File: config.mk
export PLATFORM = sky130hd
export DESIGN_NAME = hist2d_ctrl
export DESIGN_NICKNAME = d
export VERILOG_FILES = /design/src/hist2d_pkg.sv /design/src/hist2d_ctrl.sv
export SDC_FILE = /design/constraint.sdc
export NUM_CORES = 1
export LEC_CHECK = 0
export BUFFER_PORTS_ARGS = -buffer_cell sky130_fd_sc_hd__buf_4
export CAP_MARGIN = 20
export CORE_MARGIN = 2
export CORE_UTILIZATION = 48
export DETAILED_ROUTE_END_ITERATION = 10
export GPL_TIMING_DRIVEN = 0
export HOLD_SLACK_MARGIN = 0.12
export PLACE_DENSITY = 0.79
export SETUP_SLACK_MARGIN = 0.5
export SLEW_MARGIN = 5
export SYNTH_ARGS = -nofsm -noshare
export SYNTH_HDL_FRONTEND = slang
export SYNTH_SLANG_ARGS = --single-unit
export TNS_END_PERCENT = 100
File: constraint.sdc
create_clock -name clk -period 1.8 [get_ports clk]
set_clock_uncertainty 0.15 [all_clocks]
set_input_delay 0.27 -clock clk [delete_from_list [all_inputs] [get_ports clk]]
set_output_delay 0.27 -clock clk [all_outputs]
set_load 0.02 [all_outputs]
File: src/hist2d_pkg.sv
// ----------------------------------------------------------------------------
// hist2d_pkg
// Types, codes and command/status bundles shared by the histogram modules.
// ----------------------------------------------------------------------------
`default_nettype none

package hist2d_pkg;

    localparam logic [1:0] OP_CLEAR = 2'd0;
    localparam logic [1:0] OP_ADD   = 2'd1;
    localparam logic [1:0] OP_READ  = 2'd2;

    localparam logic [1:0] ST_OK      = 2'd0;
    localparam logic [1:0] ST_RANGE   = 2'd1;
    localparam logic [1:0] ST_BAD_CFG = 2'd2;
    localparam logic [1:0] ST_BAD_IDX = 2'd3;

    localparam int CFG_INDEX_W = 3;
    localparam logic [CFG_INDEX_W-1:0] REG_X_LOWER = 3'd0;
    localparam logic [CFG_INDEX_W-1:0] REG_X_UPPER = 3'd1;
    localparam logic [CFG_INDEX_W-1:0] REG_Y_LOWER = 3'd2;
    localparam logic [CFG_INDEX_W-1:0] REG_Y_UPPER = 3'd3;
    localparam logic [CFG_INDEX_W-1:0] REG_BINS_X  = 3'd4;
    localparam logic [CFG_INDEX_W-1:0] REG_BINS_Y  = 3'd5;

    // Multiplier product: 32-bit offset times a 7-bit bin count.
    localparam int PROD_W = 39;
    localparam int BIN_W  = 7;

    typedef struct packed {
        logic [1:0]         opcode;
        logic signed [31:0] sample_x;
        logic signed [31:0] sample_y;
        logic [5:0]         read_bin_x;
        logic [5:0]         read_bin_y;
    } hist2d_req_t;

    typedef struct packed {
        logic [1:0]  status;
        logic [31:0] bin_count;
        logic [31:0] sample_total;
        logic [31:0] bin_fraction;
    } hist2d_rsp_t;

    typedef struct packed {
        logic       load_item;
        logic       sweep_start;
        logic       sweep_step;
        logic       clr_total;
        logic       inc_total;
        logic       mul_x;
        logic       go_x;
        logic       take_ix;
        logic       mul_y;
        logic       go_y;
        logic       take_iy;
        logic       take_ridx;
        logic       take_count;
        logic       write_inc;
        logic       go_frac;
        logic       load_result;
        logic [1:0] res_status;
        logic       show_total;
        logic       show_count;
    } hist2d_cmd_t;

    typedef struct packed {
        logic [1:0] op;
        logic       cfg_ok;
        logic       in_range;
        logic       idx_ok;
        logic       sweep_last;
        logic       div_done;
        logic       rsp_free;
    } hist2d_stat_t;

endpackage

`default_nettype wire

File: src/hist2d_ctrl.sv
// ----------------------------------------------------------------------------
// hist2d_ctrl
// Sequencer for one word at a time: decode, clearing sweeps, divider runs,
// counter update and result hand-over.
// ----------------------------------------------------------------------------
`default_nettype none

module hist2d_ctrl
    import hist2d_pkg::*;
(
    input  wire logic         clk,
    input  wire logic         rst_n,
    input  wire logic         req_valid,
    output logic              req_ready,
    input  wire hist2d_stat_t stat,
    output hist2d_cmd_t       cmd
);
    localparam logic [3:0] S_INIT = 4'd0;
    localparam logic [3:0] S_IDLE = 4'd1;
    localparam logic [3:0] S_DEC  = 4'd2;
    localparam logic [3:0] S_CLR  = 4'd3;
    localparam logic [3:0] S_GOX  = 4'd4;
    localparam logic [3:0] S_DIVX = 4'd5;
    localparam logic [3:0] S_GOY  = 4'd6;
    localparam logic [3:0] S_DIVY = 4'd7;
    localparam logic [3:0] S_RD   = 4'd8;
    localparam logic [3:0] S_RDW  = 4'd9;
    localparam logic [3:0] S_UPD  = 4'd10;
    localparam logic [3:0] S_GOF  = 4'd11;
    localparam logic [3:0] S_FRAC = 4'd12;
    localparam logic [3:0] S_FIN  = 4'd13;

    logic [3:0] state_reg, state_next;
    logic [1:0] res_status_reg, res_status_next;
    logic       show_total_reg, show_total_next;
    logic       show_count_reg, show_count_next;

    always_comb
    begin
        cmd             = '0;
        state_next      = state_reg;
        res_status_next = res_status_reg;
        show_total_next = show_total_reg;
        show_count_next = show_count_reg;
        cmd.res_status  = res_status_reg;
        cmd.show_total  = show_total_reg;
        cmd.show_count  = show_count_reg;
        unique case (state_reg)
            S_INIT:
            begin
                cmd.sweep_step = 1'b1;
                if (stat.sweep_last)
                begin
                    state_next = S_IDLE;
                end
            end
            S_IDLE:
            begin
                if (req_valid)
                begin
                    cmd.load_item = 1'b1;
                    state_next    = S_DEC;
                end
            end
            S_DEC:
            begin
                res_status_next = ST_OK;
                show_total_next = 1'b0;
                show_count_next = 1'b0;
                state_next      = S_FIN;
                unique case (stat.op)
                    OP_CLEAR:
                    begin
                        cmd.sweep_start = 1'b1;
                        cmd.clr_total   = 1'b1;
                        state_next      = S_CLR;
                    end
                    OP_ADD:
                    begin
                        if (!stat.cfg_ok)
                        begin
                            res_status_next = ST_BAD_CFG;
                        end
                        else
                        begin
                            cmd.inc_total   = 1'b1;
                            show_total_next = 1'b1;
                            if (!stat.in_range)
                            begin
                                res_status_next = ST_RANGE;
                            end
                            else
                            begin
                                cmd.mul_x       = 1'b1;
                                show_count_next = 1'b1;
                                state_next      = S_GOX;
                            end
                        end
                    end
                    OP_READ:
                    begin
                        show_total_next = 1'b1;
                        if (!stat.cfg_ok)
                        begin
                            res_status_next = ST_BAD_CFG;
                        end
                        else if (!stat.idx_ok)
                        begin
                            res_status_next = ST_BAD_IDX;
                        end
                        else
                        begin
                            cmd.take_ridx   = 1'b1;
                            show_count_next = 1'b1;
                            state_next      = S_RD;
                        end
                    end
                    default:
                    begin
                        state_next = S_FIN;
                    end
                endcase
            end
            S_CLR:
            begin
                cmd.sweep_step = 1'b1;
                if (stat.sweep_last)
                begin
                    state_next = S_FIN;
                end
            end
            S_GOX:
            begin
                cmd.go_x   = 1'b1;
                state_next = S_DIVX;
            end
            S_DIVX:
            begin
                if (stat.div_done)
                begin
                    cmd.take_ix = 1'b1;
                    cmd.mul_y   = 1'b1;
                    state_next  = S_GOY;
                end
            end
            S_GOY:
            begin
                cmd.go_y   = 1'b1;
                state_next = S_DIVY;
            end
            S_DIVY:
            begin
                if (stat.div_done)
                begin
                    cmd.take_iy = 1'b1;
                    state_next  = S_RD;
                end
            end
            S_RD:
            begin
                state_next = S_RDW;
            end
            S_RDW:
            begin
                cmd.take_count = 1'b1;
                state_next     = (stat.op == OP_ADD) ? S_UPD : S_GOF;
            end
            S_UPD:
            begin
                cmd.write_inc = 1'b1;
                state_next    = S_GOF;
            end
            S_GOF:
            begin
                cmd.go_frac = 1'b1;
                state_next  = S_FRAC;
            end
            S_FRAC:
            begin
                if (stat.div_done)
                begin
                    state_next = S_FIN;
                end
            end
            S_FIN:
            begin
                if (stat.rsp_free)
                begin
                    cmd.load_result = 1'b1;
                    state_next      = S_IDLE;
                end
            end
            default:
            begin
                state_next = S_IDLE;
            end
        endcase
    end

    always_ff @(posedge clk or negedge rst_n)
    begin
        if (!rst_n)
        begin
            state_reg      <= S_INIT;
            res_status_reg <= ST_OK;
            show_total_reg <= 1'b0;
            show_count_reg <= 1'b0;
        end
        else
        begin
            state_reg      <= state_next;
            res_status_reg <= res_status_next;
            show_total_reg <= show_total_next;
            show_count_reg <= show_count_next;
        end
    end

    assign req_ready = state_reg == S_IDLE;

endmodule

`default_nettype wire

==> results of run 1 <==
==> per-stage QoR <==
step	cells	worst slack, ns	hold slack (ns)
floorplan	111	0.186	-0.176
detailed placement	158	0.0845	-0.0625
global placement	158	0.113	-0.0640
CTS	174	-0.0303	0.167
==> synth_stat cells, types with 2 or more instances <==
cell type | count | area (sq um)
a21boi_1 | 2 | 15.0
a21o_1 | 2 | 15.0
a21oi_1 | 4 | 20.0
and2_1 | 3 | 18.8
buf_2 | 3 | 15.0
buf_4 | 6 | 45.0
dfrtp_1 | 8 | 200
ha_1 | 5 | 62.6
inv_1 | 10 | 37.5
nand2_1 | 9 | 33.8
nand2b_1 | 2 | 12.5
nand3_1 | 7 | 35.0
nor2_1 | 14 | 52.6
o211ai_1 | 4 | 30.0
o21ai_0 | 3 | 15.0
o21ai_1 | 4 | 20.0
o22ai_1 | 3 | 18.8
==> logic make-up after synthesis <==
kind of cell / after synthesis
AO/OA/AOI/OAI: 33
buffers and inverters: 20
AND/OR/NAND/NOR: 45
adder cells (fa/ha/maj): 5
flip-flops: 8
==> repair_timing <==
item,4_1_cts
endpoints found under the hold margin,8
resized for setup,25
pin swaps,10
endpoints found under the setup margin,27
setup buffers,11
hold buffers,1
==> metrics.md, run 1 <==
| Metric | Value |
|---|---|
| Post-Syn Area per Cell | `7.43 sq um` |
| Number of placement rows | `14` |
| Basic-gate share of the synthesized area counting and, or, nand and nor cells | `0.284` |
| Xor/xnor cell area share of the yosys netlist | `0` |
| Syn_nets | `127` |
| Fraction of the mapped netlist area in compound gates | `0.275` |
| First Err | `[ERROR DPL-0038] Utilization greater than 100%, impossible to legalize` |
| Synthesized-area fraction occupied by adder cells | `0.0759` |
| Last stage reached | `global routing (5_1_grt)` |
| Count of cell types in the netlist | `39` |
| Number of storage elements in the synthesis netlist | `8` |
| Die Y-Extent | `45.4 microns` |
| Root buf cell | `clkbuf_4` |
| Proportion of synthesized chip area in sequential cells | `0.243` |
| End pin of the worst setup path after global-route repair | `cmd[18]` |
| Cell count after synthesis | `111` |
| Largest net degree at the start of global routing | `11` |
| Post-DP HPWL | `1840 microns` |
| FFs w/ async S/R, synth | `1.00` |
| Worst endpoint type | `primary output` |
| Width of the die | `45.4 microns` |
| PortBufs | `31` |
| Number of I/O pins | `32` |
| Run status | `did not finish` |
| Global placer's final weighted congestion | `0.853` |
| Mux cell area share after synthesis | `0` |
| H-tree levels | `1` |
| Count of flip-flops with a built-in enable after synthesis | `0` |
| Cell area after synthesis | `825 sq um` |
| Number of CTS-inserted buffers | `3` |
| Commonest register cell after synthesis | `dfrtp_1` |
| Clock Sink Count | `8` |
| Area after DPL | `0.00125 sq mm` |
| Main combinational cell family by area after synthesis | `simple AND/OR/NAND/NOR gates` |
| Buffer depth of the longest clock path | `2` |
| Total of warnings raised by yosys | `0` |
| Starting density of the core | `0.529` |
==> run 2: changes to the inputs <==
--- a/config.mk
+++ b/config.mk
@@ -7,13 +7,11 @@
 export LEC_CHECK = 0
 export BUFFER_PORTS_ARGS = -buffer_cell sky130_fd_sc_hd__buf_4
 export CAP_MARGIN = 20
-export CORE_MARGIN = 2
-export CORE_UTILIZATION = 48
+export CORE_AREA = 2 2 63 65
 export DETAILED_ROUTE_END_ITERATION = 10
+export DIE_AREA = 0 0 65 67
 export GPL_TIMING_DRIVEN = 0
-export HOLD_SLACK_MARGIN = 0.12
-export PLACE_DENSITY = 0.79
-export SETUP_SLACK_MARGIN = 0.5
+export PLACE_DENSITY_LB_ADDON = 0.15
 export SLEW_MARGIN = 5
 export SYNTH_ARGS = -nofsm -noshare
 export SYNTH_HDL_FRONTEND = slang
==> run 2 against run 1 <==
The run now ends clean. Synthesized cell count is the same. Area after synthesis unchanged.
==> metrics.md, run 2 <==
| Metric | Value |
|---|---|
| Run status | `complete, no violations` |
| Final wirelength | `2480 microns` |
| Placed Cells | `190` |
| Number of nets in the layout | `173` |
| Largest area contributor in the netlist | `dfrtp_1` |
| Count of flip-flops with a built-in enable after synthesis | `0` |
| Count of cell types in the netlist | `39` |
| Number of I/O pins | `32` |
| Final count of pins violating max slew | `0` |
| Starting density of the core | `0.229` |
| Core utilization of the finished layout | `0.370` |
| Critical path type | `reg -> out` |
| Proportion of synthesized chip area in sequential cells | `0.243` |
| Via/cell ratio | `4.52` |
| Post-route clock period utilization | `0.990` |
| Post-Syn Area per Cell | `7.43 sq um` |
| Worst slack on hold paths | `0.199 ns` |
| Final setup violating endpoints | `0` |
| Peak ir drop on the vdd network | `0.521 mV` |
| Largest net degree at the start of global routing | `11` |
| Width of the die | `65 microns` |
| Met2 wirelength from detailed routing | `1140 microns` |
| Post-layout minimum cycle time | `1.78 ns` |
| Yosys top cell area share | `0.243` |
| Layout cells sized above 1 | `0.445` |
| Die Y-Extent | `67 microns` |
| Cell area after synthesis | `825 sq um` |
| Clock insertion delay at the later pin of the skew report | `0.22 ns` |
| Ant diodes | `0` |
| WL/cell | `12.2 microns` |
| Area after DPL | `0.00113 sq mm` |
| Number of fill cells | `381` |
| Number of CTS-inserted buffers | `3` |
| Crit Path Max Fanout | `3` |
| Leak Pwr | `0.644 nW` |
| Total number of vias | `918` |
| Class of the worst hold path | `in -> reg` |
| CTS tree | `yes` |
| Sum Neg Setup Slack | `0 ns` |
| Number of placement rows | `22` |
| All-layer global routing usage | `0.121` |
| Sequential cell area | `203 sq um` |
| Largest register FFs | `4` |
| Origin of the worst setup path | `state_reg[0]` |
| FFs w/ async S/R, synth | `1.00` |
| Number of global-route vias before repair | `850` |
| Buffer depth of the longest clock path | `2` |
| Commonest register cell after synthesis | `dfrtp_1` |
| First-pass GRT wire length | `4100 microns` |
| Summed area of non-filler cells in the final layout | `0.00133 sq mm` |
| Uppermost layer routed | `met4` |
| Count of non-filler cells in the finished layout | `203` |
| Routed met1 length | `1160 microns` |
| Cell count after synthesis | `111` |
| Met3 WL | `171 microns` |
| Critical Path Source Type | `flop` |
| Most repeated cell in the gate-level netlist after synthesis | `nor2_1` |
| Total global routing overflow | `0` |
| Global placer's final weighted congestion | `0.787` |
| Antenna violations before repair | `0` |
| Area growth from synthesis to final layout | `61.6%` |
| Post-DP HPWL | `1840 microns` |
| Reg-to-Reg Start | `state_reg[3]` |
| Syn_nets | `127` |
| Maximum achievable frequency | `561 MHz` |
| PortBufs | `31` |
| Remaining DRCs | `0` |
| Die area | `0.00436 sq mm` |
| Drt pass-1 iters | `4` |
| Worst path arrival time | `1.36 ns` |
| Power density cells | `1470 mW/mm^2` |
| Cell types occupying the most area after synthesis | `dfrtp_1 (24%), ha_1 (7.6%), nor2_1 (6.4%), buf_4 (5.5%), inv_1 (4.6%)` |
| Nature of the critical path endpoint | `output pin` |
| RSZ-0062 raised after global routing | `true` |
| Clock transition at the register clock pins on the worst setup and hold paths after CTS | `0.04 ns` |
| Normalized max-slew margin | `0.774` |
| Max-cap check violation count | `0` |
| Root buf cell | `clkbuf_8` |
| Std-Cell Core Area | `0.00361 sq mm` |
| Commonest cells in the netlist | `nor2_1 (14), inv_1 (10), nand2_1 (9)` |
| Number of storage elements in the synthesis netlist | `8` |
| Initial DRC Count | `26` |
| Clock Sink Count | `8` |
| Required time worst endpoint | `1.38 ns` |
| Antenna Violating Nets Remaining | `0` |
| Multi-input gate area | `576 sq um` |
| Most used cells in the layout excluding fill and tap cells | `buf_4 (43), nor2_1 (10), inv_1 (9), nand2_1 (9)` |
| Final hold vios | `0` |
| H-tree levels | `1` |
| Most frequent standard cell in the layout excluding fill and tap cells | `buf_4` |
| Total of warnings raised by yosys | `0` |
| HP Start | `stat[5]` |
| Worst Max-Slew Pin Slew | `0.339 ns` |
[run 2: logic make-up (layout without fill, tap and decap cells)]
| family | after synthesis | count (layout) | synth area share |
|---|---|---|---|
| and+or+nand+nor | 45 | 45 | 0.284 |
| AOI/OAI and AO/OA | 33 | 33 | 0.275 |
| buffers and inverters | 20 | 64 | 0.123 |
| DFF | 8 | 8 | 0.243 |
| adders and majority gates | 5 | 5 | 0.0759 |
[run 2: cell type report]
class / instances / share of cell area
plain buffers: 10 / 0.0732
clock buffers: 3 / 0.0310
inverters: 10 / 0.0282
multi-input cells: 83 / 0.432
flip-flops and latches: 8 / 0.152
well taps: 48 / 0.0451
repair buffers: 41 / 0.238
[run 2: through the flow]
stage	worst slack (ns)	total power, mW
final	0.0175	1.96
after global routing	-0.0510	2.12
after global placement	-0.0682	1.50
after floorplan	0.0233	1.13
after CTS	0.0000704	1.88
after detailed placement	-0.0485	1.50
[run 2: repair_timing]
action,in CTS,in global routing
endpoints found under the hold margin,8,0
buffers inserted,5,4
resized for setup,17,9
setup endpoints to repair,12,6
pin swaps,2,3
hold buffers,1,0
[run 2: final timing paths]
check | end | slack [ns] | cells after the start
max | cmd[18] | 0.02 | 6
min | res_status_reg[0] | 0.20 | 3
max reg2reg | state_reg[0] | 0.05 | 6
min reg2reg | res_status_reg[0] | 0.33 | 2
max in group asynchronous | state_reg[3] | 1.11 | 2
min in group asynchronous | state_reg[0] | 0.25 | 2
[run 2: metal layers]
metal,vias to the layer above,global-route usage
met2,31,0.201
met4,0,0.0239
met1,410,0.159
met3,2,0.0321
li1,475,-
met5,-,0
[run 2: power by group]
part / total (mW) / switching, mW / internal [mW]
Clock: 0.206 / 0.0617 / 0.144
Combinational: 1.43 / 0.755 / 0.675
Sequential: 0.329 / 0.0619 / 0.267
[run 2: worst max-delay path, stage by stage (launching register included)]
cell	delay (ns)
dfrtp_2	0.39
nand2b_4	0.14
nand2b_4	0.17
buf_8	0.13
nor2_4	0.11
buf_6	0.10
buf_6	0.10
(Power assumes the default switching activity.)
